## src/sv/vna_pkg.sv

```systemverilog
// ----------------------------------------------------------------------------
// vna_pkg: shared types and constants for the vertex normal accumulator
// Opcodes, widths, and the request record that crosses the front/back queue.
// ----------------------------------------------------------------------------
package vna_pkg;

   localparam int VertexCount = 1024;
   localparam int IdxW        = 10;
   localparam int PosW        = 16;
   localparam int SumW        = 40;
   localparam int QueueDepth  = 2;

   localparam logic signed [SumW-1:0] SumMax = {1'b0, {(SumW-1){1'b1}}};
   localparam logic signed [SumW-1:0] SumMin = {1'b1, {(SumW-1){1'b0}}};

   typedef enum logic [1:0] {
      OP_WRITE = 2'd0,
      OP_TRI   = 2'd1,
      OP_READ  = 2'd2,
      OP_NONE  = 2'd3
   } opcode_type;

   // classified request passed from front to back
   typedef struct packed {
      opcode_type             op;
      logic                   oob;
      logic [IdxW-1:0]        idx;
      logic signed [PosW-1:0] px;
      logic signed [PosW-1:0] py;
      logic signed [PosW-1:0] pz;
      logic [IdxW-1:0]        ca;
      logic [IdxW-1:0]        cb;
      logic [IdxW-1:0]        cc;
   } cmd_type;

   typedef enum logic [4:0] {
      ST_IDLE,
      ST_RDA, ST_RDB, ST_RDC, ST_EDGE, ST_CROSS, ST_FACE,
      ST_UPA, ST_WRA, ST_UPB, ST_WRB, ST_UPC, ST_WRC,
      ST_RSUM, ST_MAG, ST_SHIFT, ST_SQ, ST_LEN,
      ST_DIV, ST_SQRT, ST_NEXT, ST_OUT
   } state_type;

endpackage

```

## src/sv/vna_front.sv

```systemverilog
// ----------------------------------------------------------------------------
// vna_front: request intake
// Accepts requests, classifies opcode and index range, queues all but OP_NONE for the back.
// ----------------------------------------------------------------------------
module vna_front import vna_pkg::*; (
   input  logic            clock,
   input  logic            reset,
   input  logic            req_tvalid,
   output logic            req_tready,
   input  logic [87:0]     req_tdata,
   input  logic [1:0]      req_tuser,
   output logic            q_valid,
   input  logic            q_pop,
   output cmd_type         q_cmd
);
   cmd_type             mem_ff [QueueDepth];
   logic                wp_ff, wp_in, rp_ff, rp_in;
   logic [1:0]          cnt_ff, cnt_in;
   cmd_type             cmd;
   logic                push;

   // unpack and classify
   always_comb begin
      cmd.op  = opcode_type'(req_tuser);
      cmd.idx = req_tdata[9:0];
      cmd.px  = req_tdata[25:10];
      cmd.py  = req_tdata[41:26];
      cmd.pz  = req_tdata[57:42];
      cmd.ca  = req_tdata[67:58];
      cmd.cb  = req_tdata[77:68];
      cmd.cc  = req_tdata[87:78];
      unique case (cmd.op)
         OP_TRI:  cmd.oob = (32'(cmd.ca) >= VertexCount) || (32'(cmd.cb) >= VertexCount)
                            || (32'(cmd.cc) >= VertexCount);
         default: cmd.oob = 32'(cmd.idx) >= VertexCount;
      endcase
   end

   assign req_tready = cnt_ff != 2'(QueueDepth);
   assign push       = req_tvalid && req_tready && cmd.op != OP_NONE;
   assign q_valid    = cnt_ff != 2'd0;
   assign q_cmd      = mem_ff[rp_ff];

   // queue pointers
   always_comb begin
      wp_in  = wp_ff ^ push;
      rp_in  = rp_ff ^ (q_pop && q_valid);
      cnt_in = cnt_ff + 2'(push) - 2'(q_pop && q_valid);
   end

   always_ff @(posedge clock) begin
      if (reset) begin
         wp_ff <= 1'b0; rp_ff <= 1'b0; cnt_ff <= 2'd0;
      end else begin
         wp_ff <= wp_in; rp_ff <= rp_in; cnt_ff <= cnt_in;
      end
   end

   always_ff @(posedge clock) begin
      if (push) mem_ff[wp_ff] <= cmd;
   end

`ifndef ASSERT_OFF
   a_cnt: assert property (@(posedge clock) disable iff (reset)
      cnt_ff <= 2'(QueueDepth)) else $error("queue overflow");
   a_full: assert property (@(posedge clock) disable iff (reset)
      cnt_ff == 2'(QueueDepth) |-> !req_tready) else $error("ready while full");
   a_pop: assert property (@(posedge clock) disable iff (reset)
      !q_valid |=> cnt_ff <= 2'd1) else $error("count jump");
`endif
endmodule

```

## config.mk

```make
export PLATFORM = sky130hd
export DESIGN_NAME = vna_front
export DESIGN_NICKNAME = d
export VERILOG_FILES = /design/src/sv/vna_pkg.sv /design/src/sv/vna_front.sv
export SDC_FILE = /design/constraint.sdc
export NUM_CORES = 1
export LEC_CHECK = 0
export ABC_AREA = 1
export CAP_MARGIN = 20
export CORE_MARGIN = 5
export CORE_UTILIZATION = 60
export CTS_BUF_LIST = sky130_fd_sc_hd__clkbuf_2
export DETAILED_ROUTE_END_ITERATION = 16
export DONT_BUFFER_PORTS = 1
export PLACE_DENSITY = 0.78
export SLEW_MARGIN = 25
export SYNTH_ARGS = -nofsm -noshare
export SYNTH_HDL_FRONTEND = slang
export SYNTH_SLANG_ARGS = --single-unit
```

## constraint.sdc

```tcl
create_clock -name clock -period 10.1 [get_ports clock]
set_input_delay 0.505 -clock clock [delete_from_list [all_inputs] [get_ports clock]]
set_output_delay 0.505 -clock clock [all_outputs]
set_load 0.02 [all_outputs]
```

==> results.md, run 1 <==
- Post-synthesis net count: 603
- Worst path arrival time: 2.75 ns
- Cell count after synthesis: 507
- Layout Cell Area excl Fill: 8080 um^2
- Clock slew at the register clock pins of the worst setup and hold paths: 0.23 ns
- Filler-free cell count of the finished design: 757
- Detailed Route Iter0 Violations: 219
- RSZ-0062 raised after global routing: false
- Slew of the pin with the lowest slew margin: 0.956 ns
- Worst hold slack across all endpoints: 0.122 ns
- Worst-case clock skew: 0.0276 ns
- Total grt overflow: 0
- Area of the core: 11,300 um^2
- Net count reported at finish: 697
- Number of storage elements in the synthesis netlist: 184
- Maximum number of pins on one net before global-route repair: 92
- Buffer depth of the longest clock path: 2
- Worst-case headroom to the max-slew limit: 0.362
- Via count of the first global-routing pass: 3,989
- Yosys cell types: 17
- Final weighted congestion in routability-driven placement: 0.688
- Num CTS Buffers: 17
- Power Density: 231 nW/um^2
- Portion of the post-synthesis area used by sequential elements: 0.805
- Placed Area: 6890 um^2
- Total wirelength of the detailed-routed design: 13,500 um
- Detailed-router iteration count before antenna repair: 4
- Maximum clock rate: 0.307 GHz
- Detail Route Antenna Nets: 0
- Commonest cells after routing, fill and taps aside: nand2_1 (276), edfxtp_1 (180), dlygate4sd3_1 (92)
- Tcrit/Tclk final: 0.323
- DRC violation count after routing: 0
- DIE WIDTH: 117 um
- Aggregate negative setup slack: 0 ns
- Diode count: 0
- Yosys warning total: 0
- Cell type with the largest total area after synthesis: edfxtp_1
- Number of top-level pins: 187
- Number of vias per cell: 5.28
- Finish-stage setup viols: 0
- Overall die area: 13,600 um^2
- Share of cells above drive strength 1: 0.0651
- Nature of the critical path endpoint: output pin
- R2r endpoint: mem_ff[0][3]$_DFFE_PP_
- Logic depth of the worst register-to-register path: 6
- Summed instance area of the synthesized netlist: 6810 um^2
- Post-Place Cells: 633
- Number of gates given a new drive strength after cts: 0
- Half-perimeter wire length after detailed placement: 7710 um
- Chip height: 117 um
- Vias after detailed routing: 3,998
- Tightest Hold Check Type: input pin to register
- Total count of max-transition violations in the final report: 0
- Total of max-cap violations: 0
- Highest ir drop seen on vdd: 0.197 mV
- Hold wc startpoint: req_tvalid
- Static leakage power: 0.00313 uW
- Wire length of the first global-routing pass: 20,000 um
- H-tree levels: 4
- CP max FO: 91
- Worst Path Required: 9.60 ns
- Startpoint class of the critical path: register
- Area share of the largest cell type after synthesis: 0.794
- RR Startpoint: cnt_ff[0]$_SDFF_PP0_
- CTS tree: built
- Post-Syn Area per Cell: 13.4 um^2
- Hold Vio Cnt, Final: 0
- Worst hold stages: 4
- WS Path Type: register to output pin
- Area growth syn-to-layout: 18.6%
- Site Rows: 39
- Per-cell routed wire length: 17.8 um
- Post CTS Setup Buffer Count: 0
- Leading cell types by total area after synthesis: edfxtp_1 (79%), nand2_1 (15%), buf_6 (1.5%), dfxtp_1 (1.2%), inv_1 (0.50%)
- Count of clock tree sinks: 184
- Min cycle time layout: 3.26 ns
- Clock latency on the worst-skew pair: 0.69 ns
- Total Routing Usage GR: 0.197
- Number of filler instances in the final layout: 706
- Internal reg-to-reg setup slack: 7.53 ns
- Starting density of the core: 0.604
- Status: finished clean
- Count of input and output buffers: 0
- Number of buffers added to fix hold violations after cts: 92
- Most common library cell in the layout ignoring fill and taps: nand2_1
- Root Buffer Master: clkbuf_2
- Initial antenna violation count: 0
- Endpoint with the worst hold slack: cnt_ff[1]$_SDFF_PP0_
## stage by stage
| stage | util | power, uW | worst slack [ns] |
|---|---|---|---|
| after floorplan | - | 1390 | 5.06 |
| after global placement | 0.611 | 1440 | 7.57 |
| after detailed placement | 0.611 | 1450 | 7.52 |
| after CTS | 0.717 | 1880 | 6.74 |
| after global routing | 0.717 | 1970 | 6.55 |
| final | 0.717 | 1870 | 6.84 |
## layer usage
metal,up-vias,GRT usage,part of all wire
met3,30,0.0824,0.10
met1,1893,0.230,0.37
li1,1890,-,-
met5,-,0,0
met2,185,0.330,0.51
met4,0,0.0726,0.020
## worst max-delay path by stage
stage | cells after the start | to | start
2_1_floorplan | 4 | mem_ff[1][0]$_DFFE_PP_ | cnt_ff[0]$_SDFF_PP0_
3_3_place_gp | 6 | mem_ff[0][64]$_DFFE_PP_ | cnt_ff[0]$_SDFF_PP0_
3_5_place_dp | 6 | mem_ff[0][62]$_DFFE_PP_ | cnt_ff[0]$_SDFF_PP0_
4_1_cts | 4 | q_cmd[81] | rp_ff$_SDFF_PP0_
5_1_grt | 4 | q_cmd[71] | rp_ff$_SDFF_PP0_
6_report | 4 | q_cmd[64] | rp_ff$_SDFF_PP0_
## worst max-delay path, cell delays in order, from the launching register on
cell	delay [ns]
dfxtp_4	0.67
inv_2	0.19
buf_4	0.73
nand2_1	0.19
nand2_1	0.25
## final cells by class
type / instances / area [um^2] / area share
clock buffer: 17 / 85.1 / 0.0105
tap: 143 / 179 / 0.0221
multi-input combinational: 292 / 1150 / 0.142
timing repair buffer: 96 / 951 / 0.118
sequential: 184 / 5490 / 0.679
inverter: 10 / 37.5 / 0.00465
clock inverter: 15 / 188 / 0.0232
## registers in the layout, summed over array words and instances, names as in the netlist
| name | count |
|---|---|
| rp_ff | 1 |
| wp_ff | 1 |
| mem_ff | 180 |
| cnt_ff | 2 |
## report_power, final
group / internal (uW) / switching, uW / leakage [uW]
clock: 145 / 253 / 0.000160
sequential: 948 / 55.3 / 0.00170
combinational: 95.0 / 370 / 0.00127
## cell families (layout without fill, tap and decap cells)
family                     count (synthesis)  after routing  synth area share
buffers and inverters                     31            138            0.0287
AOI/OAI and AO/OA                          4              4           0.00294
DFF                                      184            184             0.805
xor gates and xnor gates                   1              1           0.00129
other                                      1              1          0.000551
and+or+nand+nor                          284            284             0.158
adders and majority gates                  2              2           0.00367
## synthesized netlist by cell type, drive strengths merged
master    n
o21ai     2
a21oi     2
conb      1
buf      14
xor2      1
clkbuf    7
dfxtp     4
nor2      6
nand3     2
edfxtp  180
nand2   276
inv      10
ha        2
Note: power is estimated with default switching activity, not from simulation.
==> run 2, diff against run 1 <==
--- a/config.mk
+++ b/config.mk
@@ -5,14 +5,14 @@
 export SDC_FILE = /design/constraint.sdc
 export NUM_CORES = 1
 export LEC_CHECK = 0
-export ABC_AREA = 1
+export ABC_AREA = 0
 export CAP_MARGIN = 20
 export CORE_MARGIN = 5
-export CORE_UTILIZATION = 60
+export CORE_UTILIZATION = 59
 export CTS_BUF_LIST = sky130_fd_sc_hd__clkbuf_2
 export DETAILED_ROUTE_END_ITERATION = 16
 export DONT_BUFFER_PORTS = 1
-export PLACE_DENSITY = 0.78
+export PLACE_DENSITY = 0.8
 export SLEW_MARGIN = 25
 export SYNTH_ARGS = -nofsm -noshare
 export SYNTH_HDL_FRONTEND = slang
==> constraint.sdc (replaced) <==
create_clock -name clock -period 2.9 [get_ports clock]
set_input_delay 0.145 -clock clock [delete_from_list [all_inputs] [get_ports clock]]
set_output_delay 0.145 -clock clock [all_outputs]
set_load 0.02 [all_outputs]
==> results.md, run 2 <==
- Status: finished clean
- Wire length of the first global-routing pass: 18,700 um
- Fraction of power consumed by combinational cells: 0.202
- Overall die area: 13,600 um^2
- Clock latency on the worst-skew pair: 0.66 ns
- DIE WIDTH: 117 um
- Total count of max-transition violations in the final report: 0
- Leading cell types by total area after synthesis: edfxtp_1 (80%), mux2_2 (15%), dfxtp_1 (1.2%), buf_2 (0.67%), ha_1 (0.37%)
- Switching portion of total power: 0.292
- Leading post-synthesis cells by instance count: edfxtp_1 (180), mux2_2 (90), buf_2 (9)
- Num CTS Buffers: 17
- DRC violation count after routing: 0
- Finish-stage setup viols: 0
- Startpoint class of the critical path: register
- Hold Vio Cnt, Final: 0
- H-tree levels: 4
- Area taken by multi-input logic gates: 1180 um^2
- Tightest Hold Check Type: input pin to register
- Most common library cell in the layout ignoring fill and taps: edfxtp_1
- Chip height: 117 um
- Count of clock tree sinks: 184
- Yosys cell types: 23
- Most frequently used cell type in the post-synthesis netlist: edfxtp_1
- Summed instance area of the synthesized netlist: 6720 um^2
- Total grt overflow: 0
- Nature of the critical path endpoint: output pin
- Count of flip-flops with a built-in enable after synthesis: 180
- Tcrit/Tclk final: 0.820
- Endpoint with the worst hold slack: mem_ff[1][61]$_DFFE_PP_
- Final weighted congestion in routability-driven placement: 0.674
- Initial antenna violation count: 0
- Placed Area: 6930 um^2
- Number of filler instances in the final layout: 678
- Area growth syn-to-layout: 20.8%
- Number of vias per cell: 5.55
- Registers with the highest flip-flop counts: mem_ff x180, cnt_ff x2
- Detailed-router iteration count before antenna repair: 4
- R2r endpoint: mem_ff[0][85]$_DFFE_PP_
- Cell count after synthesis: 310
- Number of flip-flops under the largest register name: 180
- WS Path Type: register to output pin
- Maximum number of pins on one net before global-route repair: 58
- RR Startpoint: cnt_ff[0]$_SDFF_PP0_
- Area of the core: 11,300 um^2
- Worst hold slack across all endpoints: 0.110 ns
- Hold wc startpoint: req_tdata[41]
- Share of cells above drive strength 1: 0.300
- Detailed Route Iter0 Violations: 252
- Total of max-cap violations: 0
- Storage element area: 5490 um^2
- Clock slew at the register clock pins of the worst setup and hold paths: 0.25 ns
- Net count reported at finish: 517
- Maximum clock rate: 0.421 GHz
- Area share of the largest cell type after synthesis: 0.805
- Power Density: 679 nW/um^2
- Detail Route Antenna Nets: 0
- Vias after detailed routing: 3,204
- Worst-case headroom to the max-slew limit: 0.608
- Via count of the first global-routing pass: 3,438
- CP max FO: 52
- Ordered cell list for the critical path: buf_12 -> mux2_2
- Internal reg-to-reg setup slack: 0.84 ns
- Internal Pwr Total: 3900 uW
- Seq pwr share: 0.594
- Aggregate negative setup slack: 0 ns
- Diode count: 0
- Per-cell routed wire length: 22.3 um
- Worst hold stages: 1
- Half-perimeter wire length after detailed placement: 7560 um
- Proportion of power drawn by the clock network: 0.203
- Number of top-level pins: 187
- Total wirelength of the detailed-routed design: 12,900 um
- Post-synthesis net count: 406
- Count of input and output buffers: 0
- Starting density of the core: 0.596
- Number of storage elements in the synthesis netlist: 184
- Worst Path Required: 2.76 ns
- Number of gates given a new drive strength after cts: 0
- Worst path arrival time: 2.23 ns
- Top FF cell, synth: edfxtp_1
- Layout Cell Area excl Fill: 8110 um^2
- Site Rows: 39
- Root Buffer Master: clkbuf_2
- Slew of the pin with the lowest slew margin: 0.588 ns
- Most flop-heavy register: mem_ff
- Commonest cells after routing, fill and taps aside: edfxtp_1 (180), dlygate4sd3_1 (98), mux2_2 (90)
- RSZ-0062 raised after global routing: false
- Min cycle time layout: 2.38 ns
- CTS tree: built
- Cell with the biggest individual delay on the critical path: dfxtp_4
- Total Routing Usage GR: 0.187
- Static leakage power: 0.00268 uW
- Cell type with the largest total area after synthesis: edfxtp_1
- Logic depth of the worst register-to-register path: 4
- Highest ir drop seen on vdd: 0.453 mV
- Portion of the post-synthesis area used by sequential elements: 0.817
- Async set-reset flop share out of synthesis: 0
- Net load switching power: 1610 uW
- Buffer depth of the longest clock path: 2
- Post-Syn Area per Cell: 21.7 um^2
- Yosys warning total: 0
- Worst-case clock skew: 0.0274 ns
- Largest incremental delay on the critical path: 0.75 ns
==> run 2: power groups by stage <==
stage          combinational, uW  sequential (uW)  clock [uW]
3_3_place_gp                 980             3320           0
5_1_grt                     1180             3300        1280
4_1_cts                     1120             3270        1150
6_report                    1110             3270        1120
3_5_place_dp                 991             3340           0
2_1_floorplan                873             3270           0
==> run 2: metal layers <==
metal	wire length, um	part of all wire	global-route usage	up-vias
li1	-	-	-	1446
met1	4600	0.36	0.205	1599
met2	6860	0.53	0.328	145
met3	1260	0.098	0.0839	14
met4	162	0.013	0.0566	0
met5	0	0	0	-
==> run 2: worst max-delay path by stage <==
stage / start / slack, ns / end / depth (start not counted)
finish: rp_ff$_SDFF_PP0_ / 0.52 / q_cmd[82] / 2
global route: rp_ff$_SDFF_PP0_ / 0.31 / q_cmd[82] / 2
CTS: rp_ff$_SDFF_PP0_ / 0.41 / q_cmd[82] / 2
detailed placement: cnt_ff[0]$_SDFF_PP0_ / 0.85 / mem_ff[0][71]$_DFFE_PP_ / 4
global placement: cnt_ff[0]$_SDFF_PP0_ / 0.93 / mem_ff[0][80]$_DFFE_PP_ / 4
floorplan: cnt_ff[0]$_SDFF_PP0_ / 0.62 / mem_ff[0][0]$_DFFE_PP_ / 3
==> run 2: cell type report <==
type                       instances  area share
inverter                           2    0.000925
sequential                       184       0.676
multi-input combinational        113       0.146
timing repair buffer             103       0.130
clock buffer                      19      0.0117
clock inverter                    13      0.0130
tap                              143      0.0221
==> run 2: critical path: cells and delay by family, from the launching register on <==
family	cells	cell delay, ns
buf+inv	1	0.34
flops	1	0.75
mux	1	0.45
==> run 2: cell families after synthesis <==
group,Yosys count,synth area share
AOI/OAI and AO/OA,9,0.0102
xor gates and xnor gates,1,0.00130
adders and majority gates,2,0.00373
buffers and inverters,13,0.00950
DFF,184,0.817
muxes,90,0.151
other,1,0.000558
and+or+nand+nor,10,0.00708
==> run 2: what timing repair did <==
item | 4_1_cts | 5_1_grt
hold buffers | 94 | 4
hold endpoints to repair | 184 | 6
setup buffers | 0 | 0
==> run 2: per-stage QoR <==
step           power [uW]  worst slack (ns)  utilization  instances
6_report             5510             0.523        0.720        577
4_1_cts              5540             0.407        0.716        573
5_1_grt              5760             0.312        0.720        577
2_1_floorplan        4150             0.620            -        310
3_3_place_gp         4300             0.934        0.615        447
3_5_place_dp         4330             0.846        0.615        447
==> run 3, diff against run 2 <==
--- a/config.mk
+++ b/config.mk
@@ -5,14 +5,14 @@
 export SDC_FILE = /design/constraint.sdc
 export NUM_CORES = 1
 export LEC_CHECK = 0
-export ABC_AREA = 0
+export ABC_AREA = 1
 export CAP_MARGIN = 20
 export CORE_MARGIN = 5
-export CORE_UTILIZATION = 59
+export CORE_UTILIZATION = 60
 export CTS_BUF_LIST = sky130_fd_sc_hd__clkbuf_2
 export DETAILED_ROUTE_END_ITERATION = 16
 export DONT_BUFFER_PORTS = 1
-export PLACE_DENSITY = 0.8
+export PLACE_DENSITY = 0.78
 export SLEW_MARGIN = 25
 export SYNTH_ARGS = -nofsm -noshare
 export SYNTH_HDL_FRONTEND = slang
==> constraint.sdc (replaced) <==
create_clock -name clock -period 2.2 [get_ports clock]
set_input_delay 0.11 -clock clock [delete_from_list [all_inputs] [get_ports clock]]
set_output_delay 0.11 -clock clock [all_outputs]
set_load 0.02 [all_outputs]
==> results.md, run 3 (synthesis results as in run 1) <==
- Final weighted congestion in routability-driven placement: 0.741
- Internal reg-to-reg setup slack: 0.25 ns
- Area of the core: 11,300 um^2
- Hold Vio Cnt, Final: 0
- Logic depth of the worst register-to-register path: 7
- Chip height: 117 um
- Most flop-heavy register: mem_ff
- Static leakage power: 0.00343 uW
- Clock latency on the worst-skew pair: 0.72 ns
- Worst hold stages: 1
- Startpoint class of the critical path: register
- Starting density of the core: 0.604
- Aggregate negative setup slack: 0 ns
- Count of clock tree sinks: 184
- Share of cells above drive strength 1: 0.0643
- Endpoint with the worst hold slack: mem_ff[1][1]$_DFFE_PP_
- Status: finished clean
- Site Rows: 39
- CTS tree: built
- Clock slew at the register clock pins of the worst setup and hold paths: 0.23 ns
- Highest ir drop seen on vdd: 0.940 mV
- Most common library cell in the layout ignoring fill and taps: nand2_1
- Worst path arrival time: 1.93 ns
- Number of top-level pins: 187
- Total count of max-transition violations in the final report: 0
- Registers with the highest flip-flop counts: mem_ff x180, cnt_ff x2
- Overall die area: 13,600 um^2
- Worst-case clock skew: 0.0251 ns
- Total grt overflow: 0
- Cell with the biggest individual delay on the critical path: dfxtp_4
- Worst setup slack after layout: 0.158 ns
- WS Path Type: register to output pin
- Number of vias per cell: 5.24
- Root Buffer Master: clkbuf_2
- Worst-case headroom to the max-slew limit: 0.664
- Area growth syn-to-layout: 29.4%
- Min cycle time layout: 2.04 ns
- Ordered cell list for the critical path: inv_2 -> buf_8 -> nand2_1 -> nand2_1
- CP max FO: 44
- Total wirelength of the detailed-routed design: 15,900 um
- Nature of the critical path endpoint: output pin
- Half-perimeter wire length after detailed placement: 7920 um
- Power Density: 980 nW/um^2
- Number of flip-flops under the largest register name: 180
- Hold wc startpoint: req_tdata[79]
- Tightest Hold Check Type: input pin to register
- Detailed Route Iter0 Violations: 342
- Commonest cells after routing, fill and taps aside: nand2_1 (275), edfxtp_1 (180), dlygate4sd3_1 (161)
- Initial antenna violation count: 1
- Per-cell routed wire length: 19.2 um
- H-tree levels: 4
- Post-placement worst setup slack: 0.513 ns
- Slew of the pin with the lowest slew margin: 0.503 ns
- Vias after detailed routing: 4,347
- DRC violation count after routing: 0
- Total of max-cap violations: 0
- Tcrit/Tclk final: 0.928
- Num CTS Buffers: 17
- Total Routing Usage GR: 0.205
- Worst Path Required: 2.09 ns
- Largest incremental delay on the critical path: 0.49 ns
- DIE WIDTH: 117 um
- Maximum clock rate: 0.490 GHz
- Wire length of the first global-routing pass: 20,700 um
- Net count reported at finish: 768
- Count of input and output buffers: 0
- Finish-stage setup viols: 0
- RR Startpoint: cnt_ff[1]$_SDFF_PP0_
- R2r endpoint: cnt_ff[0]$_SDFF_PP0_
- Detail Route Antenna Nets: 0
- Buffer depth of the longest clock path: 2
- Via count of the first global-routing pass: 4,180
- Critical Path Most Common Cell: nand2_1
- Detailed-router iteration count before antenna repair: 4
- Maximum number of pins on one net before global-route repair: 91
[run 3: cell count changes in the layout (fill, tap and decap cells not counted), moves of 6 or more]
| cell | before | now |
|---|---|---|
| mux2_2 | 90 | 0 |
| inv_1 | 2 | 8 |
| nand2_1 | 3 | 275 |
| dlygate4sd3_1 | 98 | 161 |
[run 3: timing repair]
action                     in CTS  in global routing
pin swaps                       0                  0
hold endpoints to repair      274                 79
setup endpoints to repair      29                 67
cloned                          0                  0
hold buffers                  117                 44
resized for setup               2                  7
buffers inserted                0                  0
[run 3: area by class of cell]
cell class / count / area [um^2]
Clock inverter: 12 / 129
Tap cell: 143 / 179
Multi-Input combinational cell: 292 / 1170
Sequential cell: 184 / 5490
Timing Repair Buffer: 167 / 1710
Fill cell: 609 / 2460
Clock buffer: 19 / 95.1
Antenna cell: 2 / 5.00
Inverter: 10 / 37.5
[run 3: how the worst max path moves through the flow]
| stage | depth (start not counted) | end | slack, ns | startpoint |
|---|---|---|---|---|
| after floorplan | 4 | mem_ff[1][0]$_DFFE_PP_ | -0.16 | cnt_ff[0]$_SDFF_PP0_ |
| after global placement | 6 | mem_ff[0][77]$_DFFE_PP_ | 0.56 | cnt_ff[0]$_SDFF_PP0_ |
| after detailed placement | 6 | mem_ff[0][59]$_DFFE_PP_ | 0.51 | cnt_ff[0]$_SDFF_PP0_ |
| after CTS | 4 | q_cmd[35] | 0.03 | rp_ff$_SDFF_PP0_ |
| after global routing | 4 | q_cmd[44] | -0.008 | rp_ff$_SDFF_PP0_ |
| final | 4 | q_cmd[44] | 0.16 | rp_ff$_SDFF_PP0_ |
[run 3: report_power, final]
group | internal (uW) | total [uW] | switching (uW)
logic | 586 | 2500 | 1920
registers | 4350 | 4520 | 165
clock network | 521 | 1620 | 1100
total | 5460 | 8640 | 3180
[run 3: per-layer routing]
metal  track usage  share of wire  vias to the layer above
met3        0.0648          0.070                       36
met1         0.212           0.34                     2089
met2         0.380           0.56                      194
met5             0              0                        -
li1              -              -                     2028
met4        0.0910          0.027                        0
[run 3: per-stage QoR]
| step | cells | hold WS, ns | total power [uW] | area (um^2) | utilization |
|---|---|---|---|---|---|
| after detailed placement | 635 | 0.177 | 6730 | 6940 | 0.616 |
| final | 829 | 0.0594 | 8640 | 8810 | 0.782 |
| after global routing | 828 | -0.0189 | 9050 | 8810 | 0.782 |
| after floorplan | 507 | 0.174 | 6400 | 6850 | - |
| after global placement | 635 | 0.176 | 6660 | 6940 | 0.616 |
| after CTS | 783 | 0.000217 | 8490 | 8350 | 0.740 |
[run 3: worst max-delay path, delay by kind of cell (launching register included)]
family / cells / cell delay (ns)
flip-flops: 1 / 0.49
buffers and inverters: 2 / 0.40
AND/OR/NAND/NOR: 2 / 0.33
